==> config.mk <==
export PLATFORM = sky130hd
export DESIGN_NAME = time_series_mean_normalize_top_flat
export DESIGN_NICKNAME = d
export VERILOG_FILES = /design/src/sv/tsmn_pkg.sv /design/src/sv/tsmn_if.sv /design/src/sv/tsmn_div.sv /design/src/sv/tsmn_store.sv /design/src/sv/time_series_mean_normalize_top.sv /design/src/flat_wrapper.sv
export SDC_FILE = /design/constraint.sdc
export NUM_CORES = 2
export LEC_CHECK = 0
export BUFFER_PORTS_ARGS = -buffer_cell sky130_fd_sc_hd__buf_4
export CORE_MARGIN = 2
export CORE_UTILIZATION = 60
export DETAILED_ROUTE_END_ITERATION = 16
export PLACE_DENSITY = 0.83
export SYNTH_ARGS = -nofsm -noshare
export SYNTH_HDL_FRONTEND = slang
export SYNTH_SLANG_ARGS = --single-unit
==> constraint.sdc <==
create_clock -name clk_i -period 20.2 [get_ports clk_i]
set_clock_uncertainty 0.1 [all_clocks]
set_input_delay 2.02 -clock clk_i [delete_from_list [all_inputs] [get_ports clk_i]]
set_output_delay 2.02 -clock clk_i [all_outputs]
set_load 0.02 [all_outputs]
==> src/sv/tsmn_pkg.sv <==
// ----------------------------------------------------------------------------
// tsmn_pkg: shared types and constants
// Widths of the fixed word fields, register indexes, sequencer states and the
// request and response bundles of the shared divider.
// ----------------------------------------------------------------------------
`default_nettype none

package tsmn_pkg;

  // Fixed field widths.
  localparam int unsigned SampleW  = 16;
  localparam int unsigned ValueW   = 24;
  localparam int unsigned FpvW     = 7;
  localparam int unsigned FracW    = 16;
  localparam int unsigned CfgIdxW  = 2;
  localparam int unsigned CfgDataW = 24;

  // Divider numerator: a sample times 100 in Q.16, plus rounding, fits 40 bits.
  localparam int unsigned NumW     = 40;
  localparam int unsigned ProdW    = FracW + ValueW;
  localparam int unsigned DivCntW  = 5;

  localparam logic [ValueW-1:0]  ValueMax     = '1;
  localparam logic [NumW-1:0]    PercentScale = NumW'(100);
  localparam logic [DivCntW-1:0] DivSteps     = DivCntW'(ValueW);

  // Configuration register indexes.
  typedef enum logic [CfgIdxW-1:0] {
    CFG_FRAMES    = 2'd0,
    CFG_NORM_MODE = 2'd1,
    CFG_THR_FRAC  = 2'd2,
    CFG_THR_ABS   = 2'd3
  } cfg_reg_e;

  // Sequencer states.
  typedef enum logic [3:0] {
    ST_IDLE,
    ST_MEAN_DIV,
    ST_MEAN_OUT,
    ST_THR_MUL,
    ST_THR_CMP,
    ST_FRM_RD,
    ST_FRM_LD,
    ST_FRM_DIV,
    ST_FRM_OUT
  } seq_state_e;

  // Divider request and response.
  typedef struct packed {
    logic              start;
    logic [NumW-1:0]   num;
    logic [ValueW-1:0] den;
  } div_req_t;

  typedef struct packed {
    logic              done;
    logic [ValueW-1:0] quo;
  } div_rsp_t;

endpackage

`default_nettype wire

==> src/sv/tsmn_if.sv <==
// ----------------------------------------------------------------------------
// tsmn_if: channel interfaces
// Sample input channel, result output channel and configuration write channel,
// each with valid, ready and its word.
// ----------------------------------------------------------------------------
`default_nettype none

interface tsmn_in_if import tsmn_pkg::*; ();
  logic               valid;
  logic               ready;
  logic               kind;
  logic [SampleW-1:0] sample;
  logic               first_of_set;

  modport source (output valid, kind, sample, first_of_set, input ready);
  modport sink   (input valid, kind, sample, first_of_set, output ready);
endinterface

interface tsmn_out_if import tsmn_pkg::*; ();
  logic              valid;
  logic              ready;
  logic [ValueW-1:0] value;
  logic              is_mean;
  logic              masked;
  logic              last;

  modport source (output valid, value, is_mean, masked, last, input ready);
  modport sink   (input valid, value, is_mean, masked, last, output ready);
endinterface

interface tsmn_cfg_if import tsmn_pkg::*; ();
  logic                valid;
  logic                ready;
  logic [CfgIdxW-1:0]  index;
  logic [CfgDataW-1:0] data;

  modport source (output valid, index, data, input ready);
  modport sink   (input valid, index, data, output ready);
endinterface

`default_nettype wire

==> src/sv/tsmn_div.sv <==
// ----------------------------------------------------------------------------
// tsmn_div: shared saturating divider
// Restoring divider, one quotient bit per cycle. The quotient is limited to
// 24 bits: when the upper numerator bits already reach the divisor, the
// result saturates at once.
// ----------------------------------------------------------------------------
`default_nettype none

module tsmn_div import tsmn_pkg::*; (
  input  logic     clk_i,
  input  logic     rst_ni,
  input  div_req_t req_i,
  output div_rsp_t rsp_o
);

  logic [ValueW-1:0]  rem_q, rem_d;
  logic [ValueW-1:0]  lo_q, lo_d;
  logic [ValueW-1:0]  quo_q, quo_d;
  logic [ValueW-1:0]  den_q, den_d;
  logic [DivCntW-1:0] cnt_q, cnt_d;
  logic               busy_q, busy_d;
  logic               done_q, done_d;

  logic [ValueW:0]    trial;
  logic               fits;
  logic [ValueW-1:0]  num_hi;

  assign num_hi = ValueW'(req_i.num[NumW-1:ValueW]);
  assign trial  = {rem_q, lo_q[ValueW-1]};
  assign fits   = trial >= {1'b0, den_q};

  // Load, saturation check and one subtract step per cycle.
  always_comb begin
    rem_d  = rem_q;
    lo_d   = lo_q;
    quo_d  = quo_q;
    den_d  = den_q;
    cnt_d  = cnt_q;
    busy_d = busy_q;
    done_d = 1'b0;
    if (req_i.start) begin
      den_d = req_i.den;
      if (num_hi >= req_i.den) begin
        quo_d  = ValueMax;
        busy_d = 1'b0;
        done_d = 1'b1;
      end else begin
        rem_d  = num_hi;
        lo_d   = req_i.num[ValueW-1:0];
        quo_d  = '0;
        cnt_d  = DivSteps;
        busy_d = 1'b1;
      end
    end else if (busy_q) begin
      if (fits) begin
        rem_d = ValueW'(trial - {1'b0, den_q});
      end else begin
        rem_d = trial[ValueW-1:0];
      end
      quo_d = {quo_q[ValueW-2:0], fits};
      lo_d  = {lo_q[ValueW-2:0], 1'b0};
      cnt_d = cnt_q - DivCntW'(1);
      if (cnt_q == DivCntW'(1)) begin
        busy_d = 1'b0;
        done_d = 1'b1;
      end
    end
  end

  // Control state is reset; the datapath is not.
  always_ff @(posedge clk_i or negedge rst_ni) begin
    if (!rst_ni) begin
      busy_q <= 1'b0;
      done_q <= 1'b0;
      cnt_q  <= '0;
    end else begin
      busy_q <= busy_d;
      done_q <= done_d;
      cnt_q  <= cnt_d;
    end
  end

  always_ff @(posedge clk_i) begin
    rem_q <= rem_d;
    lo_q  <= lo_d;
    quo_q <= quo_d;
    den_q <= den_d;
  end

  assign rsp_o.done = done_q;
  assign rsp_o.quo  = quo_q;

endmodule

`default_nettype wire

==> src/sv/tsmn_store.sv <==
// ----------------------------------------------------------------------------
// tsmn_store: frame buffer
// Single write port, single registered read port holding the samples of the
// current voxel.
// ----------------------------------------------------------------------------
`default_nettype none

module tsmn_store #(
  parameter int unsigned Depth  = 64,
  parameter int unsigned Width  = 16,
  parameter int unsigned AddrW  = 6
) (
  input  logic             clk_i,
  input  logic             we_i,
  input  logic [AddrW-1:0] waddr_i,
  input  logic [Width-1:0] wdata_i,
  input  logic [AddrW-1:0] raddr_i,
  output logic [Width-1:0] rdata_o
);

  logic [Width-1:0] mem_q [Depth];

  // Write port.
  always_ff @(posedge clk_i) begin
    if (we_i) begin
      mem_q[waddr_i] <= wdata_i;
    end
  end

  // Registered read port.
  always_ff @(posedge clk_i) begin
    rdata_o <= mem_q[raddr_i];
  end

endmodule

`default_nettype wire

==> src/sv/time_series_mean_normalize_top.sv <==
// ----------------------------------------------------------------------------
// time_series_mean_normalize_top: percent-of-mean voxel normalization
// Survey pass emits one mean per voxel and tracks the range of the means;
// normalize pass emits every frame as a percent of its voxel mean, or masked.
// ----------------------------------------------------------------------------
// Usage: samples arrive on in_i, one word per frame, frames_per_voxel words per
// voxel. Results leave on out_o; configuration writes arrive on cfg_i, which is
// always ready and must only be used while the block is idle.
// A sample that does not complete a voxel is stored and added to the running
// sum. A completing sample starts the mean division in the shared divider,
// which retires one quotient bit per cycle; a survey voxel then emits its mean
// word. A normalize voxel then runs the threshold test in ST_THR_MUL and
// ST_THR_CMP and, per frame, reads its sample and divides it by the mean when
// kept (one division each, ending early when the percent saturates) or emits
// a masked zero.
// in_i is not ready while a voxel is being processed. Results pass through an
// output register; when the receiver stalls, the sequencer waits with the next
// word until the register is free. Reset clears the frame count, running sum,
// mean range, output valid and configuration to their defaults; the frame
// buffer needs no clearing since only entries of the current voxel are read.
// ----------------------------------------------------------------------------
`default_nettype none

module time_series_mean_normalize_top import tsmn_pkg::*; #(
  parameter int unsigned MAX_FRAMES  = 64,
  parameter int unsigned SAMPLE_BITS = 16
) (
  input  logic       clk_i,
  input  logic       rst_ni,
  tsmn_cfg_if.sink   cfg_i,
  tsmn_in_if.sink    in_i,
  tsmn_out_if.source out_o
);

  localparam int unsigned SW    = (SAMPLE_BITS < SampleW) ? SAMPLE_BITS : SampleW;
  localparam int unsigned CntW  = $clog2(MAX_FRAMES + 1);
  localparam int unsigned AW    = (MAX_FRAMES > 1) ? $clog2(MAX_FRAMES) : 1;
  localparam int unsigned SumW  = SW + CntW;
  localparam logic [FpvW-1:0] MaxFrm = FpvW'(MAX_FRAMES);

  // Configuration registers.
  logic [FpvW-1:0]   fpv_q;
  logic              norm_q;
  logic [FracW-1:0]  frac_q;
  logic [ValueW-1:0] abs_q;

  // Voxel accumulation and range state.
  logic [CntW-1:0]   idx_q, idx_d;
  logic [SumW-1:0]   sum_q, sum_d;
  logic [ValueW-1:0] min_q, min_d;
  logic [ValueW-1:0] max_q, max_d;

  // Per-voxel working registers.
  seq_state_e        state_q, state_d;
  logic [CntW-1:0]   count_q, count_d;
  logic              kind_q, kind_d;
  logic [ValueW-1:0] mean_q, mean_d;
  logic [ProdW-1:0]  prod_q, prod_d;
  logic              keep_q, keep_d;
  logic [CntW-1:0]   k_q, k_d;
  logic [ValueW-1:0] fval_q, fval_d;

  // Output register.
  logic              ovalid_q, ovalid_d;
  logic [ValueW-1:0] oval_q, oval_d;
  logic              omean_q, omean_d;
  logic              omask_q, omask_d;
  logic              olast_q, olast_d;

  // Datapath helpers.
  logic              accept;
  logic              clear_set;
  logic [FpvW-1:0]   eff_frames;
  logic [CntW-1:0]   idx_base, idx_new;
  logic [SumW-1:0]   sum_base, sum_new;
  logic [SW-1:0]     sample_w;
  logic              we;
  logic [AW-1:0]     waddr;
  logic [SW-1:0]     rdata;
  logic              slot_free;
  logic [ValueW-1:0] span;
  logic [ProdW:0]    thr_norm;
  logic [ProdW:0]    mean_wide;
  logic              k_last;

  div_req_t div_req;
  div_rsp_t div_rsp;

  tsmn_div u_div (
    .clk_i  (clk_i),
    .rst_ni (rst_ni),
    .req_i  (div_req),
    .rsp_o  (div_rsp)
  );

  tsmn_store #(
    .Depth (MAX_FRAMES),
    .Width (SW),
    .AddrW (AW)
  ) u_store (
    .clk_i   (clk_i),
    .we_i    (we),
    .waddr_i (waddr),
    .wdata_i (sample_w),
    .raddr_i (k_q[AW-1:0]),
    .rdata_o (rdata)
  );

  // Configuration writes are always taken.
  assign cfg_i.ready = 1'b1;

  always_ff @(posedge clk_i or negedge rst_ni) begin
    if (!rst_ni) begin
      fpv_q  <= FpvW'(1);
      norm_q <= 1'b1;
      frac_q <= FracW'(3277);
      abs_q  <= ValueW'(13);
    end else if (cfg_i.valid) begin
      case (cfg_reg_e'(cfg_i.index))
        CFG_FRAMES:    fpv_q  <= cfg_i.data[FpvW-1:0];
        CFG_NORM_MODE: norm_q <= cfg_i.data[0];
        CFG_THR_FRAC:  frac_q <= cfg_i.data[FracW-1:0];
        CFG_THR_ABS:   abs_q  <= cfg_i.data[ValueW-1:0];
        default: ;
      endcase
    end
  end

  // Effective frame count: zero acts as one, large values are capped.
  always_comb begin
    if (fpv_q == '0) begin
      eff_frames = FpvW'(1);
    end else if (fpv_q > MaxFrm) begin
      eff_frames = MaxFrm;
    end else begin
      eff_frames = fpv_q;
    end
  end

  // Sample intake.
  assign in_i.ready = (state_q == ST_IDLE);
  assign accept     = in_i.valid && in_i.ready;
  assign clear_set  = !in_i.kind && in_i.first_of_set;
  assign sample_w   = in_i.sample[SW-1:0];
  assign idx_base   = clear_set ? '0 : idx_q;
  assign sum_base   = clear_set ? '0 : sum_q;
  assign idx_new    = idx_base + CntW'(1);
  assign sum_new    = sum_base + SumW'(sample_w);
  assign we         = accept;
  assign waddr      = idx_base[AW-1:0];

  // Threshold arithmetic.
  assign span      = (max_q >= min_q) ? (max_q - min_q) : '0;
  assign thr_norm  = {1'b0, min_q, {FracW{1'b0}}} + (ProdW + 1)'(prod_q);
  assign mean_wide = {1'b0, mean_q, {FracW{1'b0}}};

  assign slot_free = !ovalid_q || out_o.ready;
  assign k_last    = (k_q + CntW'(1)) == count_q;

  // Sequencer: next state, divider requests and output loads.
  always_comb begin
    state_d  = state_q;
    idx_d    = idx_q;
    sum_d    = sum_q;
    min_d    = min_q;
    max_d    = max_q;
    count_d  = count_q;
    kind_d   = kind_q;
    mean_d   = mean_q;
    prod_d   = prod_q;
    keep_d   = keep_q;
    k_d      = k_q;
    fval_d   = fval_q;
    ovalid_d = ovalid_q && !out_o.ready;
    oval_d   = oval_q;
    omean_d  = omean_q;
    omask_d  = omask_q;
    olast_d  = olast_q;
    div_req  = '0;

    case (state_q)
      ST_IDLE: begin
        if (accept) begin
          if (clear_set) begin
            min_d = ValueMax;
            max_d = '0;
          end
          idx_d = idx_new;
          sum_d = sum_new;
          if (FpvW'(idx_new) >= eff_frames) begin
            count_d       = idx_new;
            kind_d        = in_i.kind;
            idx_d         = '0;
            sum_d         = '0;
            div_req.start = 1'b1;
            div_req.num   = NumW'({sum_new, 8'b0}) + NumW'(idx_new >> 1);
            div_req.den   = ValueW'(idx_new);
            state_d       = ST_MEAN_DIV;
          end
        end
      end

      ST_MEAN_DIV: begin
        if (div_rsp.done) begin
          mean_d  = div_rsp.quo;
          state_d = kind_q ? ST_THR_MUL : ST_MEAN_OUT;
        end
      end

      ST_MEAN_OUT: begin
        if (slot_free) begin
          if (mean_q < min_q) min_d = mean_q;
          if (mean_q > max_q) max_d = mean_q;
          ovalid_d = 1'b1;
          oval_d   = mean_q;
          omean_d  = 1'b1;
          omask_d  = 1'b0;
          olast_d  = 1'b1;
          state_d  = ST_IDLE;
        end
      end

      ST_THR_MUL: begin
        prod_d  = ProdW'(frac_q) * ProdW'(span);
        state_d = ST_THR_CMP;
      end

      ST_THR_CMP: begin
        if (norm_q) begin
          keep_d = (mean_q != '0) && (mean_wide > thr_norm);
        end else begin
          keep_d = (mean_q != '0) && (mean_q > abs_q);
        end
        k_d     = '0;
        state_d = ST_FRM_RD;
      end

      // Read data of the current frame appears in the cycle after its address.
      ST_FRM_RD: begin
        state_d = ST_FRM_LD;
      end

      ST_FRM_LD: begin
        if (keep_q) begin
          div_req.start = 1'b1;
          div_req.num   = ((NumW'(rdata) * PercentScale) << FracW)
                          + NumW'(mean_q >> 1);
          div_req.den   = mean_q;
          state_d       = ST_FRM_DIV;
        end else begin
          fval_d  = '0;
          state_d = ST_FRM_OUT;
        end
      end

      ST_FRM_DIV: begin
        if (div_rsp.done) begin
          fval_d  = div_rsp.quo;
          state_d = ST_FRM_OUT;
        end
      end

      ST_FRM_OUT: begin
        if (slot_free) begin
          ovalid_d = 1'b1;
          oval_d   = fval_q;
          omean_d  = 1'b0;
          omask_d  = !keep_q;
          olast_d  = k_last;
          if (k_last) begin
            state_d = ST_IDLE;
          end else begin
            k_d     = k_q + CntW'(1);
            state_d = ST_FRM_RD;
          end
        end
      end

      default: begin
        state_d = ST_IDLE;
      end
    endcase
  end

  // Control and range state.
  always_ff @(posedge clk_i or negedge rst_ni) begin
    if (!rst_ni) begin
      state_q  <= ST_IDLE;
      idx_q    <= '0;
      sum_q    <= '0;
      min_q    <= ValueMax;
      max_q    <= '0;
      ovalid_q <= 1'b0;
      count_q  <= '0;
      k_q      <= '0;
    end else begin
      state_q  <= state_d;
      idx_q    <= idx_d;
      sum_q    <= sum_d;
      min_q    <= min_d;
      max_q    <= max_d;
      ovalid_q <= ovalid_d;
      count_q  <= count_d;
      k_q      <= k_d;
    end
  end

  // Working and output payload registers.
  always_ff @(posedge clk_i) begin
    kind_q  <= kind_d;
    mean_q  <= mean_d;
    prod_q  <= prod_d;
    keep_q  <= keep_d;
    fval_q  <= fval_d;
    oval_q  <= oval_d;
    omean_q <= omean_d;
    omask_q <= omask_d;
    olast_q <= olast_d;
  end

  assign out_o.valid   = ovalid_q;
  assign out_o.value   = oval_q;
  assign out_o.is_mean = omean_q;
  assign out_o.masked  = omask_q;
  assign out_o.last    = olast_q;

endmodule

`default_nettype wire
==> src/flat_wrapper.sv <==
// flat-port wrapper written by rule: the top's interface ports become plain ports
module time_series_mean_normalize_top_flat import tsmn_pkg::*;
#(
  parameter int unsigned MAX_FRAMES  = 64,
  parameter int unsigned SAMPLE_BITS = 16
)
  (clk_i, rst_ni, cfg_i_valid, cfg_i_index, cfg_i_data, cfg_i_ready, in_i_valid, in_i_kind, in_i_sample, in_i_first_of_set, in_i_ready, out_o_valid, out_o_value, out_o_is_mean, out_o_masked, out_o_last, out_o_ready);
  tsmn_cfg_if cfg_i_i ();
  tsmn_in_if in_i_i ();
  tsmn_out_if out_o_i ();
  input  logic clk_i;
  input  logic rst_ni;
  input wire logic [$bits(cfg_i_i.valid)-1:0] cfg_i_valid;
  input wire logic [$bits(cfg_i_i.index)-1:0] cfg_i_index;
  input wire logic [$bits(cfg_i_i.data)-1:0] cfg_i_data;
  output wire logic [$bits(cfg_i_i.ready)-1:0] cfg_i_ready;
  input wire logic [$bits(in_i_i.valid)-1:0] in_i_valid;
  input wire logic [$bits(in_i_i.kind)-1:0] in_i_kind;
  input wire logic [$bits(in_i_i.sample)-1:0] in_i_sample;
  input wire logic [$bits(in_i_i.first_of_set)-1:0] in_i_first_of_set;
  output wire logic [$bits(in_i_i.ready)-1:0] in_i_ready;
  output wire logic [$bits(out_o_i.valid)-1:0] out_o_valid;
  output wire logic [$bits(out_o_i.value)-1:0] out_o_value;
  output wire logic [$bits(out_o_i.is_mean)-1:0] out_o_is_mean;
  output wire logic [$bits(out_o_i.masked)-1:0] out_o_masked;
  output wire logic [$bits(out_o_i.last)-1:0] out_o_last;
  input wire logic [$bits(out_o_i.ready)-1:0] out_o_ready;
  assign cfg_i_i.valid = cfg_i_valid;
  assign cfg_i_i.index = cfg_i_index;
  assign cfg_i_i.data = cfg_i_data;
  assign cfg_i_ready = cfg_i_i.ready;
  assign in_i_i.valid = in_i_valid;
  assign in_i_i.kind = in_i_kind;
  assign in_i_i.sample = in_i_sample;
  assign in_i_i.first_of_set = in_i_first_of_set;
  assign in_i_ready = in_i_i.ready;
  assign out_o_valid = out_o_i.valid;
  assign out_o_value = out_o_i.value;
  assign out_o_is_mean = out_o_i.is_mean;
  assign out_o_masked = out_o_i.masked;
  assign out_o_last = out_o_i.last;
  assign out_o_i.ready = out_o_ready;
  time_series_mean_normalize_top #(.MAX_FRAMES(MAX_FRAMES), .SAMPLE_BITS(SAMPLE_BITS)) u_core (.clk_i(clk_i), .rst_ni(rst_ni), .cfg_i(cfg_i_i), .in_i(in_i_i), .out_o(out_o_i));
endmodule
==> metrics.md <==
| Metric | Value |
|---|---|
| Clock buffer depth | `3` |
| Maxcap violations | `0` |
| CTS sink cnt | `1405` |
| DRT iter0 DRCs | `roughly 5800` |
| Grt ovf | `0` |
| Core footprint | `between 0.1 and 0.15 mm2` |
| Post-synthesis sequential element count | `approximately 1400` |
| Initial antenna violation count | `16` |
| Syn Nets | `6112` |
| Placed wire-length estimate | `125000 um` |
| Layout cells sized above 1 | `15.5%` |
| Vias in the first global route | `roughly 48000` |
| IO Port Bufs | `a little under 80` |
| Critical path data required time | `around 21 ns` |
| Period minus WS final | `10.21 ns` |
| CTS tree | `built` |
| Pwr Total | `11.1 mW` |
| Drt first pass iters | `6` |
| Seq/Total Area, Yosys | `roughly 55%` |
| Final setup TNS | `0 ns` |
| PD cells | `between 100 and 150 mW/mm2` |
| Synth Flop Type | `edfxtp_1` |
| Post-CTS Setup Bufs | `0` |
| Worst min path class | `register to register` |
| Largest Register | `u_core.u_store.mem_q` |
| WL/cell | `27.2 um` |
| Final setup viols | `0` |
| Fin area | `~0.083 mm2` |
| Synth area leader | `edfxtp_1` |
| Final Cycle Share | `about half` |
| Tot GR Track Use | `approximately 31%` |
| Final ANT Viol Nets | `0` |
| Initial Util | `~60%` |
| Die width | `approximately 360 um` |
| Fmax | `98.0 MHz` |
| Hold-fix buffers, CTS | `0` |
| Post-route DRC | `0` |
| Worst rel slew slack | `roughly 16%` |
| Max Slew Vio Count | `0` |
| Clock latency at the later pin of the worst-skew pair | `slightly below 0.8 ns` |
| Cts repair resizes | `0` |
| Gate Count Post-Synth | `5362` |
| Critical path's largest stage delay | `slightly above 0.9 ns` |
| IO Count | `79` |
| Biggest regs | `u_core.u_store.mem_q: 1024 flops, u_core.prod_q: 40 flops` |
| Async S/R FF share, synth | `10.8%` |
| Post-synth EDFFs | `1237` |
| CP Class | `register to register` |
| Largest cells by area after synthesis | `edfxtp_1 49%, mux4_2 10%, fa_1 8.5%` |
| Yosys top cell area share | `49.1%` |
| Avg Synthesized Cell Area | `about 14 um2` |
| Outcome | `finished, final reports clean` |
| Row count | `between 100 and 150` |
| Largest net degree at the start of global routing | `144` |
| Worst Path Arrival | `approximately 11 ns` |
| Pleak | `around 32 nW` |
| First-pass GRT wire length | `301000 um` |
| RSZ-0062 raised after global routing | `false` |
| Final net count | `6238` |
| Slowest library cell on the worst path | `nor2_1` |
| Hold Fails Final Rpt | `0` |
| Area Growth Syn to Fin | `10.1%` |
| Startpoint types | `register` |
| CP max FO | `16` |
| TritonCTS Buffers | `137` |
| Largest register FFs | `slightly above 1000` |
| VDD IR-drop max | `0.187 mV` |
| Clock Pin Slew Worst Setup and Hold Paths | `0.06 ns` |
| Total Die Area | `roughly 0.13 mm2` |
| Routed vias/inst | `between 6 and 7` |
| Synth Cell Area | `0.0756 mm2` |
| Placer congestion estimate | `0.916` |
| Commonest cells after routing, fill and taps aside | `1237 x edfxtp_1, 574 x inv_1, 464 x nand2_1, 379 x ha_1, 336 x mux4_2` |
| Aggregate routed wire length | `around 200000 um` |
| Die height | `between 300 and 400 um` |
| Crit end category | `register` |
| Most common cell after layout, fill and taps aside | `edfxtp_1` |
| Synth warn | `0` |
| Distinct cell type count after synthesis | `between 80 and 90` |
| Placed Area | `between 0.07 and 0.08 mm2` |
| Actual slew at the worst max-slew pin | `roughly 1.3 ns` |
| H-Tree Depth | `4` |
| Clk root buf | `clkbuf_16` |
| Routed via count | `46600` |
## per-stage QoR
| stage | setup WS (ns) | utilization [%] | hold WS, ns | cells |
|---|---|---|---|---|
| after CTS | 10.12 | 66.3 | 0.355 | 7252 |
| after detailed placement | 10.22 | 62.6 | 0.351 | 6999 |
| after floorplan | 11.09 | - | 0.317 | 5362 |
| final | 9.99 | 66.4 | 0.353 | 7255 |
| after global routing | 9.45 | 66.3 | 0.370 | 7252 |
| after global placement | 10.42 | 62.6 | 0.340 | 6999 |
## synth_stat cells (8+ instances only)
cell	instances
a211o_1	9
a211oi_1	21
a21o_1	102
a21oi_1	134
a22oi_1	12
a31oi_1	11
and2_1	194
and3_1	53
buf_1	41
clkbuf_1	173
dfrtp_1	116
dfstp_2	36
dfxtp_1	16
edfxtp_1	1237
fa_1	322
ha_1	379
inv_1	574
mux2_2	50
mux2i_1	46
mux4_2	336
nand2_1	464
nand2b_1	37
nand3_1	103
nand4_1	31
nor2_1	224
nor2b_1	36
nor3_1	51
nor4_1	20
o211ai_1	13
o21a_1	29
o21ai_0	121
o21bai_1	26
o22a_1	27
o22ai_1	11
o31ai_1	23
or2_2	9
or3_1	8
xnor2_1	93
xor2_1	63
## per-layer routing
metal,GRT usage (%),wire (um)
met5,0,282
met4,14.9,10900
met3,6.77,18200
met2,51.2,96900
met1,39.6,70900
## report_power, final
part	switching (mW)	internal [mW]
clock network	1.17	1.53
registers	0.296	3.49
logic	2.61	1.98
## logic make-up (layout without fill, tap and decap cells)
family / after synthesis / count (layout) / share of synthesized area, %
simple gates: 1259 / 1259 / 7.97
other cells: 1 / 4 / 0.00496
xor+xnor: 156 / 156 / 1.81
compound gates: 615 / 615 / 5.46
buf+inv: 793 / 1033 / 3.95
mux: 432 / 432 / 11.4
fa+ha+maj: 701 / 701 / 14.8
flops: 1405 / 1405 / 54.6
## path summary, 6_finish.rpt
check / slack (ns) / from / cells past startpoint / endpoint
worst min register to register: 0.35 / u_core.u_div.quo_q[23] / 0 / u_core.mean_q[23]
min in group asynchronous: 1.24 / rst_ni / 1 / u_core.out_o.valid
worst max register to register: 9.99 / u_core.min_q[1] / 34 / u_core.prod_q[38]
worst max-delay path: 9.99 / u_core.min_q[1] / 34 / u_core.prod_q[38]
max in group asynchronous: 17.23 / rst_ni / 2 / u_core.k_q[2]
worst min-delay path: 0.35 / u_core.u_div.quo_q[23] / 0 / u_core.mean_q[23]
## worst max-delay path: cells and delay by family, from the launching register on
kind                     cells  cell delay (ns)
AO/OA/AOI/OAI               11             2.93
XOR/XNOR                     2             0.15
AND/OR/NAND/NOR              7             2.10
flip-flops                   1             0.57
buffers and inverters        6             0.38
adder cells (fa/ha/maj)      8             3.72
## layout make-up
type / instances / area [um2]
well taps: 1650 / 2060
multi-input cells: 3164 / 31400
fillers: 8123 / 42200
diodes: 3 / 7.51
clock buffers: 173 / 3630
clock inverters: 80 / 1050
flip-flops and latches: 1405 / 41300
repair buffers: 203 / 1570
inverters: 577 / 2170
Note: power is estimated with default switching activity, not from simulation.
